## config.mk

```make
export PLATFORM = sky130hd
export DESIGN_NAME = neuron_forward_activation
export DESIGN_NICKNAME = d
export VERILOG_FILES = /design/src/nfa_pkg.sv /design/src/neuron_forward_activation.sv /design/src/nfa_mac.sv /design/src/nfa_act.sv
export SDC_FILE = /design/constraint.sdc
export NUM_CORES = 1
export LEC_CHECK = 0
export BUFFER_PORTS_ARGS = -buffer_cell sky130_fd_sc_hd__buf_2
export CORE_MARGIN = 2
export CORE_UTILIZATION = 45
export CTS_CLUSTER_SIZE = 10
export DETAILED_ROUTE_END_ITERATION = 12
export GPL_TIMING_DRIVEN = 1
export PLACE_DENSITY = 0.73
export SYNTH_ARGS = -nofsm -noshare
export SYNTH_HDL_FRONTEND = slang
export SYNTH_SLANG_ARGS = --single-unit
```

## constraint.sdc

```tcl
create_clock -name clk -period 8.8 [get_ports clk]
set_input_delay 1.76 -clock clk [delete_from_list [all_inputs] [get_ports clk]]
set_output_delay 1.76 -clock clk [all_outputs]
set_load 0.02 [all_outputs]
```

## src/nfa_pkg.sv

```systemverilog
// nfa_pkg: shared types, constants and the tanh table function for the neuron
// forward activation block. Depends on nothing; used by every file in src.
`timescale 1ns / 1ps
`default_nettype none

package nfa_pkg;

    localparam int ACC_W   = 40;   // Q16.24 accumulator
    localparam int PROD_W  = 32;   // Q8.24 product of two Q4.12 values
    localparam int Q_W     = 16;   // Q4.12
    localparam int MODE_W  = 2;

    // activation codes; the unused code behaves as tanh
    localparam logic [MODE_W-1:0] MODE_IDENTITY = 2'd0;
    localparam logic [MODE_W-1:0] MODE_RELU     = 2'd1;
    localparam logic [MODE_W-1:0] MODE_TANH     = 2'd2;

    // tanh table over |x| in [0, 8); depth must be a power of two
    localparam int TANH_DEPTH = 256;
    localparam int TANH_IDX_W = $clog2(TANH_DEPTH);
    localparam int TANH_TOP   = 27;                 // 8.0 in Q8.24 is 2^27
    localparam int TANH_SHIFT = TANH_TOP - TANH_IDX_W;
    localparam int TANH_W     = 13;                 // holds 0 .. 4096
    localparam logic [TANH_W-1:0] TANH_ONE = 13'd4096;

    localparam logic [63:0] Q31_ONE         = 64'h0000_0000_8000_0000;
    localparam logic [63:0] EXP_NEG_ONE_Q31 = 64'd790015084;

    typedef struct packed {
        logic signed [Q_W-1:0] activation_in;
        logic signed [Q_W-1:0] weight_in;
        logic                  last;
    } nfa_in_t;

    typedef struct packed {
        logic signed [Q_W-1:0] neuron_out;
        logic                  saturated;
    } nfa_out_t;

    // finished sum handed from the mac stage to the activation stage
    typedef struct packed {
        logic                    valid;
        logic signed [ACC_W-1:0] acc;
    } nfa_sum_t;

    // shift-subtract long division for the table constants
    function automatic logic [63:0] udiv64(input logic [63:0] n, input logic [63:0] d);
        logic [63:0] q;
        logic [64:0] r;
        q = '0;
        r = '0;
        for (int b = 63; b >= 0; b--)
        begin
            r = {r[63:0], n[b]};
            if (r >= {1'b0, d})
            begin
                r    = r - {1'b0, d};
                q[b] = 1'b1;
            end
        end
        return q;
    endfunction

    // tanh(16 * idx / TANH_DEPTH / 2) in Q4.12, built from exp(-2x) in Q1.31;
    // only ever evaluated into localparams
    function automatic logic [TANH_W-1:0] tanh_entry(input int unsigned idx);
        logic [63:0]        scaled;
        logic [63:0]        whole;
        logic [63:0]        num;
        logic [63:0]        term;
        logic [63:0]        e;
        logic [63:0]        numr;
        logic [63:0]        den;
        logic [63:0]        q;
        logic signed [63:0] sum;
        scaled = 64'(16 * idx);
        whole  = scaled >> TANH_IDX_W;
        num    = scaled & 64'(TANH_DEPTH - 1);
        sum    = $signed(Q31_ONE);
        term   = Q31_ONE;
        for (int k = 1; k <= 24; k++)
        begin
            term = udiv64(term * num, 64'(TANH_DEPTH) * 64'(k));
            if ((k & 1) != 0)
                sum = sum - $signed(term);
            else
                sum = sum + $signed(term);
        end
        e = (sum < 0) ? 64'd0 : $unsigned(sum);
        for (int k = 0; k < 16; k++)
        begin
            if (64'(k) < whole)
                e = (e * EXP_NEG_ONE_Q31 + (Q31_ONE >> 1)) >> 31;
        end
        if (e > Q31_ONE)
            e = Q31_ONE;
        numr = (Q31_ONE - e) * 64'd4096;
        den  = Q31_ONE + e;
        q    = udiv64(numr + (den >> 1), den);
        return q[TANH_W-1:0];
    endfunction

endpackage

`default_nettype wire

```

## src/neuron_forward_activation.sv

```systemverilog
// neuron_forward_activation: top level with the activation mode register,
// the mac pipeline and the activation stage. Depends on nfa_pkg, nfa_mac, nfa_act.
//
//   channel  | direction | handshake          | word
//   ---------+-----------+--------------------+------------------------------------
//   in       | in        | in_valid/in_stall  | nfa_in_t: activation_in, weight_in, last
//   out      | out       | out_valid/out_stall| nfa_out_t: neuron_out, saturated
//   cfg      | in        | cfg_valid/cfg_ready| 2-bit activation mode (ready always high)
//
// one word accepted per cycle while in_stall is low; four register stages
// (input, product, sum, output) carry a last word's result through to out.
// words without last make no result; the accumulator clears with each last word.
// reset: accumulator zero, mode tanh, all stages empty.
// a stalled output fills the stages behind it one by one before in_stall rises.
`timescale 1ns / 1ps
`default_nettype none

module neuron_forward_activation
(
    input  wire logic                          clk,
    input  wire logic                          rst_n,
    input  wire logic                          in_valid,
    output logic                               in_stall,
    input  wire nfa_pkg::nfa_in_t              in_data,
    output logic                               out_valid,
    input  wire logic                          out_stall,
    output nfa_pkg::nfa_out_t                  out_data,
    input  wire logic                          cfg_valid,
    output logic                               cfg_ready,
    input  wire logic [nfa_pkg::MODE_W-1:0]    cfg_data
);

    logic [nfa_pkg::MODE_W-1:0] mode_reg;
    logic [nfa_pkg::MODE_W-1:0] mode_next;
    nfa_pkg::nfa_sum_t          sum;
    logic                       sum_ready;

    assign cfg_ready = 1'b1;

    always_comb
    begin
        mode_next = mode_reg;
        if (cfg_valid && cfg_ready)
            mode_next = cfg_data;
    end

    always_ff @(posedge clk or negedge rst_n)
    begin
        if (!rst_n)
            mode_reg <= nfa_pkg::MODE_TANH;
        else
            mode_reg <= mode_next;
    end

    nfa_mac u_mac
    (
        .clk       (clk),
        .rst_n     (rst_n),
        .in_valid  (in_valid),
        .in_stall  (in_stall),
        .in_data   (in_data),
        .sum       (sum),
        .sum_ready (sum_ready)
    );

    nfa_act u_act
    (
        .clk       (clk),
        .rst_n     (rst_n),
        .sum       (sum),
        .sum_ready (sum_ready),
        .mode      (mode_reg),
        .out_valid (out_valid),
        .out_stall (out_stall),
        .out_data  (out_data)
    );

    // input only backs up once every stage is full behind a stalled output
    a_stall_source: assert property (@(posedge clk) disable iff (!rst_n)
        in_stall |-> (out_valid && out_stall))
        else $error("in_stall without a stalled output");

    // tanh never clips
    a_tanh_no_sat: assert property (@(posedge clk) disable iff (!rst_n)
        (out_valid && mode_reg != nfa_pkg::MODE_IDENTITY && mode_reg != nfa_pkg::MODE_RELU)
        |-> !out_data.saturated)
        else $error("saturated set in tanh mode");

    // tanh magnitude stays within one
    a_tanh_range: assert property (@(posedge clk) disable iff (!rst_n)
        (out_valid && mode_reg != nfa_pkg::MODE_IDENTITY && mode_reg != nfa_pkg::MODE_RELU)
        |-> (out_data.neuron_out <= 16'sd4096 && out_data.neuron_out >= -16'sd4096))
        else $error("tanh output out of range");

    // relu never goes negative
    a_relu_sign: assert property (@(posedge clk) disable iff (!rst_n)
        (out_valid && mode_reg == nfa_pkg::MODE_RELU) |-> !out_data.neuron_out[15])
        else $error("negative relu output");

endmodule

`default_nettype wire

```

## src/nfa_mac.sv

```systemverilog
// nfa_mac: input register, product register and the 40-bit accumulator.
// Depends on nfa_pkg for the word and sum types.
`timescale 1ns / 1ps
`default_nettype none

module nfa_mac
(
    input  wire logic            clk,
    input  wire logic            rst_n,
    input  wire logic            in_valid,
    output logic                 in_stall,
    input  wire nfa_pkg::nfa_in_t in_data,
    output nfa_pkg::nfa_sum_t    sum,
    input  wire logic            sum_ready
);

    logic                                 in_v_reg;
    logic                                 in_v_next;
    nfa_pkg::nfa_in_t                     in_reg;
    logic                                 prod_v_reg;
    logic                                 prod_v_next;
    logic signed [nfa_pkg::PROD_W-1:0]    prod_reg;
    logic                                 last_reg;
    logic signed [nfa_pkg::ACC_W-1:0]     acc_reg;
    logic signed [nfa_pkg::ACC_W-1:0]     acc_next;
    logic signed [nfa_pkg::ACC_W-1:0]     acc_sum;
    logic                                 load_in;
    logic                                 move_in;
    logic                                 move_prod;
    logic                                 ready_in;
    logic                                 ready_prod;

    // a last word only leaves the product stage when the sum can be taken
    assign move_prod  = prod_v_reg && (!last_reg || sum_ready);
    assign ready_prod = !prod_v_reg || move_prod;
    assign move_in    = in_v_reg && ready_prod;
    assign ready_in   = !in_v_reg || move_in;
    assign load_in    = in_valid && ready_in;
    assign in_stall   = !ready_in;

    assign acc_sum = acc_reg + {{(nfa_pkg::ACC_W - nfa_pkg::PROD_W){prod_reg[nfa_pkg::PROD_W-1]}},
                                prod_reg};

    assign sum.valid = prod_v_reg && last_reg;
    assign sum.acc   = acc_sum;

    always_comb
    begin
        in_v_next = in_v_reg;
        if (load_in)
            in_v_next = 1'b1;
        else if (move_in)
            in_v_next = 1'b0;

        prod_v_next = prod_v_reg;
        if (move_in)
            prod_v_next = 1'b1;
        else if (move_prod)
            prod_v_next = 1'b0;

        acc_next = acc_reg;
        if (move_prod)
            acc_next = last_reg ? '0 : acc_sum;
    end

    always_ff @(posedge clk or negedge rst_n)
    begin
        if (!rst_n)
        begin
            in_v_reg   <= 1'b0;
            prod_v_reg <= 1'b0;
            acc_reg    <= '0;
        end
        else
        begin
            in_v_reg   <= in_v_next;
            prod_v_reg <= prod_v_next;
            acc_reg    <= acc_next;
        end
    end

    always_ff @(posedge clk)
    begin
        if (load_in)
            in_reg <= in_data;
        if (move_in)
        begin
            prod_reg <= in_reg.activation_in * in_reg.weight_in;
            last_reg <= in_reg.last;
        end
    end

endmodule

`default_nettype wire

```

## src/nfa_act.sv

```systemverilog
// nfa_act: sum register, rounding / relu / tanh lookup with saturation, and
// the output register. Depends on nfa_pkg for types, codes and the tanh table.
`timescale 1ns / 1ps
`default_nettype none

module nfa_act
(
    input  wire logic                          clk,
    input  wire logic                          rst_n,
    input  wire nfa_pkg::nfa_sum_t             sum,
    output logic                               sum_ready,
    input  wire logic [nfa_pkg::MODE_W-1:0]    mode,
    output logic                               out_valid,
    input  wire logic                          out_stall,
    output nfa_pkg::nfa_out_t                  out_data
);

    logic                                  sum_v_reg;
    logic                                  sum_v_next;
    logic signed [nfa_pkg::ACC_W-1:0]      sum_reg;
    logic                                  out_v_reg;
    logic                                  out_v_next;
    nfa_pkg::nfa_out_t                     out_reg;
    nfa_pkg::nfa_out_t                     result;
    logic                                  move_sum;
    logic                                  ready_out;
    logic                                  load_sum;

    logic signed [nfa_pkg::ACC_W:0]        rnd_full;
    logic signed [nfa_pkg::ACC_W-12:0]     rnd;
    logic signed [nfa_pkg::Q_W-1:0]        lin_val;
    logic                                  lin_sat;

    logic [nfa_pkg::TANH_W-1:0]            tanh_rom [nfa_pkg::TANH_DEPTH];
    logic [nfa_pkg::ACC_W-1:0]             mag;
    logic                                  over;
    logic [nfa_pkg::TANH_IDX_W-1:0]        tanh_idx;
    logic [nfa_pkg::TANH_W-1:0]            tanh_mag;
    logic signed [nfa_pkg::Q_W-1:0]        tanh_val;

    for (genvar gi = 0; gi < nfa_pkg::TANH_DEPTH; gi++)
    begin : g_rom
        localparam logic [nfa_pkg::TANH_W-1:0] ENTRY = nfa_pkg::tanh_entry(gi);
        assign tanh_rom[gi] = ENTRY;
    end

    assign ready_out = !out_v_reg || !out_stall;
    assign move_sum  = sum_v_reg && ready_out;
    assign sum_ready = !sum_v_reg || move_sum;
    assign load_sum  = sum.valid && sum_ready;

    // round half up to Q4.12
    assign rnd_full = {sum_reg[nfa_pkg::ACC_W-1], sum_reg} + 41'sd2048;
    assign rnd      = rnd_full[nfa_pkg::ACC_W:12];

    always_comb
    begin
        lin_val = rnd[nfa_pkg::Q_W-1:0];
        lin_sat = 1'b0;
        if (mode == nfa_pkg::MODE_RELU && rnd < 0)
            lin_val = '0;
        else if (rnd > 29'sd32767)
        begin
            lin_val = 16'sh7FFF;
            lin_sat = 1'b1;
        end
        else if (rnd < -29'sd32768)
        begin
            lin_val = 16'sh8000;
            lin_sat = 1'b1;
        end
    end

    // |sum| of 8.0 or more reads as exactly one
    assign mag      = sum_reg[nfa_pkg::ACC_W-1] ? nfa_pkg::ACC_W'(-sum_reg) : sum_reg;
    assign over     = |mag[nfa_pkg::ACC_W-1:nfa_pkg::TANH_TOP];
    assign tanh_idx = mag[nfa_pkg::TANH_SHIFT +: nfa_pkg::TANH_IDX_W];
    assign tanh_mag = over ? nfa_pkg::TANH_ONE : tanh_rom[tanh_idx];
    assign tanh_val = sum_reg[nfa_pkg::ACC_W-1] ? -$signed({3'b000, tanh_mag})
                                                : $signed({3'b000, tanh_mag});

    always_comb
    begin
        if (mode == nfa_pkg::MODE_IDENTITY || mode == nfa_pkg::MODE_RELU)
        begin
            result.neuron_out = lin_val;
            result.saturated  = lin_sat;
        end
        else
        begin
            result.neuron_out = tanh_val;
            result.saturated  = 1'b0;
        end
    end

    always_comb
    begin
        sum_v_next = sum_v_reg;
        if (load_sum)
            sum_v_next = 1'b1;
        else if (move_sum)
            sum_v_next = 1'b0;

        out_v_next = out_v_reg;
        if (move_sum)
            out_v_next = 1'b1;
        else if (!out_stall)
            out_v_next = 1'b0;
    end

    always_ff @(posedge clk or negedge rst_n)
    begin
        if (!rst_n)
        begin
            sum_v_reg <= 1'b0;
            out_v_reg <= 1'b0;
        end
        else
        begin
            sum_v_reg <= sum_v_next;
            out_v_reg <= out_v_next;
        end
    end

    always_ff @(posedge clk)
    begin
        if (load_sum)
            sum_reg <= sum.acc;
        if (move_sum)
            out_reg <= result;
    end

    assign out_valid = out_v_reg;
    assign out_data  = out_reg;

endmodule

`default_nettype wire
```

==> results of run 1 <==
[cell families after synthesis]
family	count (synthesis)
multiplexers	9
adder cells (fa/ha/maj)	398
XOR/XNOR	108
flip-flops	169
buffers and inverters	474
AND/OR/NAND/NOR	745
AO/OA/AOI/OAI	511
other	1
[cell usage after synthesis, types with 12 or more instances]
library cell  count
dfrtp_1          45
buf_2            21
or3_1            16
a31oi_1          21
o22ai_1          12
xnor2_1          78
edfxtp_1        123
nand2_1         218
and2_1          141
a21oi_1         104
nand4_1          23
nand3_1          49
nand2b_1         16
o211ai_1         23
nor2b_1          17
o21ai_0          85
and3_1           23
a22o_1           36
fa_1            263
nor3_1           49
nor2_1          121
xor2_1           29
o21bai_1         13
a211oi_1         22
clkbuf_1         88
a21o_1           44
nor4_1           13
o21a_1           15
inv_1           352
ha_1            135
[layout make-up]
type                    instances  area [um2]
fillers                      4479       25200
clock inverters                15         175
repair buffers                 78         440
multi-input cells            1772       15400
clock buffers                  17         425
well taps                     622         778
inverters                     353        1330
flip-flops and latches        169        4850
[routing by layer]
metal	vias to the layer above	part of all wire [%]
met5	-	0
met2	789	48
li1	8167	-
met1	8799	41
met4	0	4.3
met3	166	6.3
[final timing paths]
kind | startpoint | end | slack (ps)
max | u_mac.in_reg[23] | u_mac.prod_reg[31] | 1220
min | u_act.sum_v_reg | u_act.out_valid | 480
max reg2reg | u_mac.in_reg[23] | u_mac.prod_reg[31] | 1220
min reg2reg | u_act.sum_v_reg | u_act.out_valid | 480
max in group asynchronous | rst_n | mode_reg[0] | 6940
min in group asynchronous | rst_n | u_mac.acc_reg[0] | 1380
[per-stage QoR]
stage	hold slack [ps]	cell area, um2	util (%)
2_1_floorplan	400	22100	-
5_1_grt	511	23400	48.2
6_report	478	23400	48.2
3_3_place_gp	454	22800	46.9
4_1_cts	481	23400	48.2
3_5_place_dp	466	22800	46.9
[critical path, stage by stage, from the launching register on]
cell and delay [ps]:
edfxtp_1 620, and2_1 290, fa_1 560, inv_1 70, fa_1 500, fa_1 520
inv_1 50, fa_1 460, fa_1 540, inv_1 50, fa_1 520, inv_1 40
ha_1 330, inv_1 120, nor2_1 70, a211oi_1 180, o21ai_0 200, o311ai_0 790
a31oi_1 240, a41oi_1 320, a211o_1 240, nor2_1 80, o41ai_1 410, xnor2_1 110
==> reports/results.txt, run 1 <==
TritonCTS clock tree: built
fin crit period: 7580 ps
core area: 48,600 um2
asr flop ratio synth: 27.2%
WHS Path Cells: 1
commonest non-fill, non-tap cell in the layout: inv_1
Worst Hold Class: register to register
outcome: completed
Max Slew Vio Count: 0
Critical Path AT: 7800 ps
Netlist cell types: 98
Cells after DPL: 2,994
Yosys warnings: 0
share of the synthesized area in the top cell type: 23.8%
worst-path fanout max: 16
number of synthesized register bits: 169
post-synthesis compound-gate area fraction: 16.3%
Final nets: 2,829
GRT Util Overall: 24.3%
Ports: 60
number of global-route vias before repair: 18,300
Cell Count, Final, Fillers Out: 3,026
top_reg_cell synth: edfxtp_1
Initial Util: 45.4%
dpl ws: 1380 ps
FP Rows: 81
Final Worst Setup Slack: 1220 ps
H-tree depth: 4
DR DRC count: 0
clock latency on the worst-skew pair: 490 ps
CP Data Required Time: 9020 ps
fmax: 0.132 GHz
crit end category: register
CTS Hold Buffers Added: 0
Final Wtd Congestion: 0.978
main combinational cell family by area after synthesis: adder cells
total of max-cap violations: 0
hpwl dp: 46,900 um
met3 global-route usage: 3.96%
pin count of the biggest net entering global routing: 47
Initial DRT Pass Iterations: 6
post-synthesis mux area share: 0.419%
Total Wirelength: 59,500 um
net count after synthesis: 2,853
met2 usage: 41.0%
grt total ovfl: 0
Worst Skew: 8.14 ps
buffer count from post-CTS setup fixing: 0
synthesis-to-layout area growth: 6.15%
worst slew pin tran: 1080 ps
GRT Max-Usage Layer: met2
clock sink total: 169
fin crit share: 86.1%
Mapped Cells: 2,415
Die W: 226 um
CP Launch Type: register
Die Ht: 226 um
setup TNS: 0 ps
met1 usage in global routing: 30.6%
Die ar.: 50,900 um2
Post-synth EDFFs: 123
number of I/O port buffers: 58
Longest Clk Path Bufs: 2
RSZ-0062 raised after global routing: no
DR vias/cell: 5.92
Worst R2R Path Depth: 23
post-route ant nets: 0
share of layout cells above drive strength 1: 6.61%
most frequent cells in the layout: inv_1, fa_1, nand2_1
largest cells by area after synthesis: fa_1, edfxtp_1, ha_1
1st-iter DRT viols: 1,841
worst setup path class: register to register
CTS resizes: 0
Synth Area in XOR/XNOR: 4.32%
clock root buffer: clkbuf_16
post-synthesis sequential area ratio: 21.9%
adder-cell share of the synthesized area: 31.5%
Hold Vio Cnt, Final: 0
Wirelength per Cell: 19.7 um
first-pass GRT wire length: 97,100 um
TritonCTS buffer count: 17
post-synthesis simple-gate area fraction: 17.3%
Via Count: 17,900
Yosys top cell by area: fa_1
final setup vio count: 0
Clock transition at path regs: 70 ps
Worst slew margin: 26.0%
mean post-synth cell area: 9.14 um2
antenna violations before repair: 0
Mapped Area: 22,100 um2
Diodes inserted: 0
Power of run 1 is left out: the tool's default activity adds up to more than one toggle a clock period on the data nets, which glitch-free logic cannot reach.
==> run 2, diff against run 1 <==
- CORE_MARGIN: 2 -> 3
==> run 2 against run 1 <==
Register-to-register slack improved by 110 ps; global-route usage fell by 0.51 points; final area barely moved; critical endpoint unchanged; routed wire length rose by 0.18%; worst hold slack got worse by 1.2 ps; non-clock buffer count did not move; die area rose by 1.8%; fmax rose by 1.5%; critical path type unchanged; utilization rose by 0.53 points; worst setup slack improved by 110 ps; highest routed layer unchanged.
==> reports/results.txt, run 2 (synthesized netlist as in run 1, its figures left out) <==
final setup vio count: 0
antenna violations before repair: 0
Util after Layout: 48.7%
Diodes inserted: 0
TritonCTS buffer count: 17
Worst R2R Path Depth: 23
fin crit period: 7470 ps
DR DRC count: 0
pin count of the biggest net entering global routing: 47
most frequent cells in the layout: inv_1, fa_1, nand2_1
Longest Clk Path Bufs: 2
CTS resizes: 0
Ports: 60
clock sink total: 169
post-route ant nets: 0
Worst Hold Class: register to register
TritonCTS clock tree: built
hpwl dp: 46,800 um
FP Rows: 80
Reg-to-Reg End: u_mac.prod_reg[31]
worst slew pin tran: 1110 ps
synthesis-to-layout area growth: 6.21%
Clock transition at path regs: 60 ps
Worst slew margin: 26.0%
Die W: 228 um
Hold Path Origin: u_act.sum_v_reg
total of max-cap violations: 0
RSZ-0062 raised after global routing: no
critical-path cell list: and2_1, fa_1, inv_1, fa_1, fa_1, fa_1, inv_1, fa_1, inv_1, fa_1, inv_1, ha_1, a21oi_1, nor2_1, a211oi_1, o21ai_0, o311ai_0, a31oi_1, a41oi_1, a211o_1, nor2_1, o41ai_1, xnor2_1
H-tree depth: 4
first-pass GRT wire length: 97,300 um
grt total ovfl: 0
commonest non-fill, non-tap cell in the layout: inv_1
Wirelength per Cell: 19.5 um
Die ar.: 51,800 um2
core area: 48,100 um2
GRT Util Overall: 23.7%
1st-iter DRT viols: 1,864
CP Launch Type: register
Critical Path AT: 7680 ps
hold endpoint: u_act.out_valid
number of global-route vias before repair: 18,300
Max Slew Vio Count: 0
Cells after DPL: 3,028
WHS Path Cells: 1
Initial DRT Pass Iterations: 6
most used cell, CP: fa_1
R2R Setup Slk: 1330 ps
Via Count: 17,800
crit end category: register
CP max stage cell: edfxtp_1
Cell Count, Final, Fillers Out: 3,060
worst setup path class: register to register
clock root buffer: clkbuf_16
outcome: completed
CP Data Required Time: 9010 ps
worst-path fanout max: 16
Initial Util: 45.9%
Final nets: 2,829
number of I/O port buffers: 58
CTS Hold Buffers Added: 0
Final Worst Setup Slack: 1330 ps
launch point of the worst reg-to-reg path: u_mac.in_reg[22]
DR vias/cell: 5.82
Hold Vio Cnt, Final: 0
fin crit share: 84.8%
dpl ws: 1390 ps
share of layout cells above drive strength 1: 6.49%
Total Wirelength: 59,600 um
Final Wtd Congestion: 0.961
clock latency on the worst-skew pair: 490 ps
fmax: 0.134 GHz
Die Ht: 228 um
setup TNS: 0 ps
buffer count from post-CTS setup fixing: 0
Worst Skew: 23.2 ps
slowest stage delay, CP: 620 ps
## run 2: cell count changes in the layout (fill, tap and decap cells not counted), moves of 2 or more
| cell | previous run | this run |
|---|---|---|
| clkbuf_1 | 0 | 2 |
| clkinv_8 | 4 | 0 |
| inv_8 | 7 | 2 |
| clkinvlp_4 | 0 | 2 |
| clkbuf_8 | 0 | 2 |
## run 2: per-layer routing
| metal | vias up | GRT usage (%) | part of all wire [%] |
|---|---|---|---|
| met2 | 765 | 40.4 | 48 |
| met1 | 8724 | 30.2 | 42 |
| met4 | 0 | 9.09 | 3.7 |
| met5 | - | 0 | 0 |
| li1 | 8175 | - | - |
| met3 | 157 | 4.41 | 6.6 |
## run 2: stage by stage
stage | cell area, um2 | hold slack (ps)
2_1_floorplan | 22100 | 400
3_3_place_gp | 22900 | 453
3_5_place_dp | 22900 | 467
4_1_cts | 23500 | 482
5_1_grt | 23500 | 499
6_report | 23500 | 477
## run 2: layout make-up
cell class,instances,area [um2]
multi-input combinational,1772,15400
tap,656,821
inverter,353,1330
sequential,169,4850
clock inverter,11,111
timing repair buffer,78,440
fill,4426,24700
clock buffer,21,460
## run 2: worst max path at each step
stage | startpoint | to | depth (start not counted)
after CTS | u_mac.in_reg[22] | u_mac.prod_reg[31] | 23
after global routing | u_mac.in_reg[22] | u_mac.prod_reg[31] | 23
after global placement | u_mac.in_reg[22] | u_mac.prod_reg[31] | 23
after floorplan | u_mac.in_reg[22] | u_mac.prod_reg[31] | 24
after detailed placement | u_mac.in_reg[22] | u_mac.prod_reg[31] | 23
final | u_mac.in_reg[22] | u_mac.prod_reg[31] | 23
## run 2: worst max-delay path, delay by kind of cell (launching register included)
| family | cells | cell delay [ps] |
|---|---|---|
| adder cells (fa/ha/maj) | 7 | 3440 |
| buffers and inverters | 4 | 210 |
| AO/OA/AOI/OAI | 8 | 2380 |
| flip-flops | 1 | 620 |
| AND/OR/NAND/NOR | 3 | 430 |
| XOR/XNOR | 1 | 100 |
Power of run 2 is left out for the same reason.
==> run 3, diff against run 2 <==
- clock period: 8.8 -> 7.75 ns (I/O delays scaled with it)
==> run 3 against run 2 <==
Final area rose by 0.44%; final cell count rose by 0.39%; utilization rose by 0.22 points; routed wire length rose by 0.53%; flip-flop and latch count did not move; first-iteration DRC count fell by 3.6%; worst setup slack got worse by 760 ps; critical endpoint unchanged; non-clock buffer count rose by 12; worst hold slack improved by 6.3 ps.
==> reports/results.txt, run 3 (synthesized netlist as in run 1, its figures left out) <==
Critical Path AT: 7400 ps
TritonCTS buffer count: 17
fin crit share: 92.6%
most used cell, CP: fa_1
CP Launch Type: register
Total Wirelength: 59,900 um
Die ar.: 51,800 um2
clock root buffer: clkbuf_16
Wirelength per Cell: 19.5 um
first-pass GRT wire length: 98,000 um
met1 usage in global routing: 30.9%
Initial Util: 45.9%
Die Ht: 228 um
met3 global-route usage: 3.91%
Longest Clk Path Bufs: 2
pin count of the biggest net entering global routing: 47
worst setup path class: register to register
hpwl dp: 47,100 um
commonest non-fill, non-tap cell in the layout: inv_1
Via Count: 17,900
worst-path fanout max: 16
outcome: completed
1st-iter DRT viols: 1,797
number of fillers in the final layout: 4,454
number of I/O port buffers: 58
total of max-cap violations: 0
share of layout cells above drive strength 1: 7.08%
Max Slew Vio Count: 0
critical-path cell list: and2_1, fa_1, inv_1, fa_1, fa_1, inv_1, fa_1, fa_1, inv_1, fa_1, inv_1, ha_1, inv_1, nor2_1, a211oi_1, o21ai_0, o311ai_1, a31oi_1, a41oi_1, a211o_1, nor2_1, o41ai_1, xnor2_1
most frequent cells in the layout: inv_1, fa_1, nand2_1
Worst Hold Class: register to register
number of global-route vias before repair: 18,300
Ports: 60
Worst slew margin: 27.2%
setup TNS: 0 ps
GRT Max-Usage Layer: met2
fin crit period: 7180 ps
Die W: 228 um
crit end category: register
TritonCTS clock tree: built
Worst Skew: 11.6 ps
grt total ovfl: 0
worst slew pin tran: 1090 ps
CP max stage cell: edfxtp_1
core area: 48,100 um2
Final Wtd Congestion: 0.970
DR vias/cell: 5.84
antenna violations before repair: 0
Final nets: 2,841
Hold Vio Cnt, Final: 0
DR DRC count: 0
RSZ-0062 raised after global routing: no
FP Rows: 80
CP Data Required Time: 7970 ps
Initial DRT Pass Iterations: 6
clock latency on the worst-skew pair: 480 ps
clock sink total: 169
Clock transition at path regs: 60 ps
buffer count from post-CTS setup fixing: 0
GRT Util Overall: 23.9%
synthesis-to-layout area growth: 6.68%
slowest stage delay, CP: 620 ps
met2 usage: 40.4%
post-route ant nets: 0
final setup vio count: 0
Diodes inserted: 0
fmax: 0.139 GHz
H-tree depth: 4
==> run 3: changes by cell type in the layout (fill, tap and decap cells not counted), sizes merged <==
cell,delta
clkinv,+1
clkbuf,-2
buf,+12
clkinvlp,-1
inv,+2
==> run 3: per-stage QoR <==
step                      cells  setup WS [ps]  instance area, um2  util, %  hold slack [ps]
after floorplan            2415           1180               22100        -              400
after global placement     3040            485               23000     47.7              456
after detailed placement   3040            368               23000     47.7              466
after CTS                  3072            352               23600     48.9              484
after global routing       3072           55.7               23600     48.9              507
final                      3072            570               23600     48.9              484
==> run 3: worst max-delay path: cells and delay by family, from the launching register on <==
family          cells  cell delay [ps]
fa+ha+maj           7             3440
compound gates      7             2010
flops               1              620
simple gates        3              430
buf+inv             5              320
xor+xnor            1              100
==> run 3: cell type report <==
type	instances	area, um2	area share, %
Clock buffer	19	453	1.92
Clock inverter	13	133	0.563
Inverter	353	1330	5.62
Multi-Input combinational cell	1772	15400	65.6
Sequential cell	169	4850	20.6
Tap cell	656	821	3.48
Timing Repair Buffer	90	531	2.25
==> run 3: path summary, 6_finish.rpt <==
| kind | to | depth (start not counted) | slack, ps | startpoint |
|---|---|---|---|---|
| max | u_mac.prod_reg[31] | 23 | 570 | u_mac.in_reg[7] |
| min reg2reg | u_mac.acc_reg[2] | 2 | 480 | u_mac.acc_reg[2] |
| max in group asynchronous | u_mac.acc_reg[35] | 2 | 6100 | rst_n |
| min in group asynchronous | u_mac.acc_reg[12] | 2 | 1170 | rst_n |
| min | u_mac.acc_reg[2] | 2 | 480 | u_mac.acc_reg[2] |
| max reg2reg | u_mac.prod_reg[31] | 23 | 570 | u_mac.in_reg[7] |
==> run 3: what timing repair did <==
| item | CTS | global route |
|---|---|---|
| setup endpoints to repair | 0 | 1 |
| gates resized for setup | 0 | 1 |
| hold buffers | 0 | 0 |
==> run 3: layer usage <==
metal  vias up  wire length, um  part of all wire, %
met5         -                0                    0
met4         0             2290                  3.8
met3       158             3820                  6.4
met2       817            28800                   48
met1      8755            25000                   42
li1       8209                -                    -
Power of run 3 is left out for the same reason.
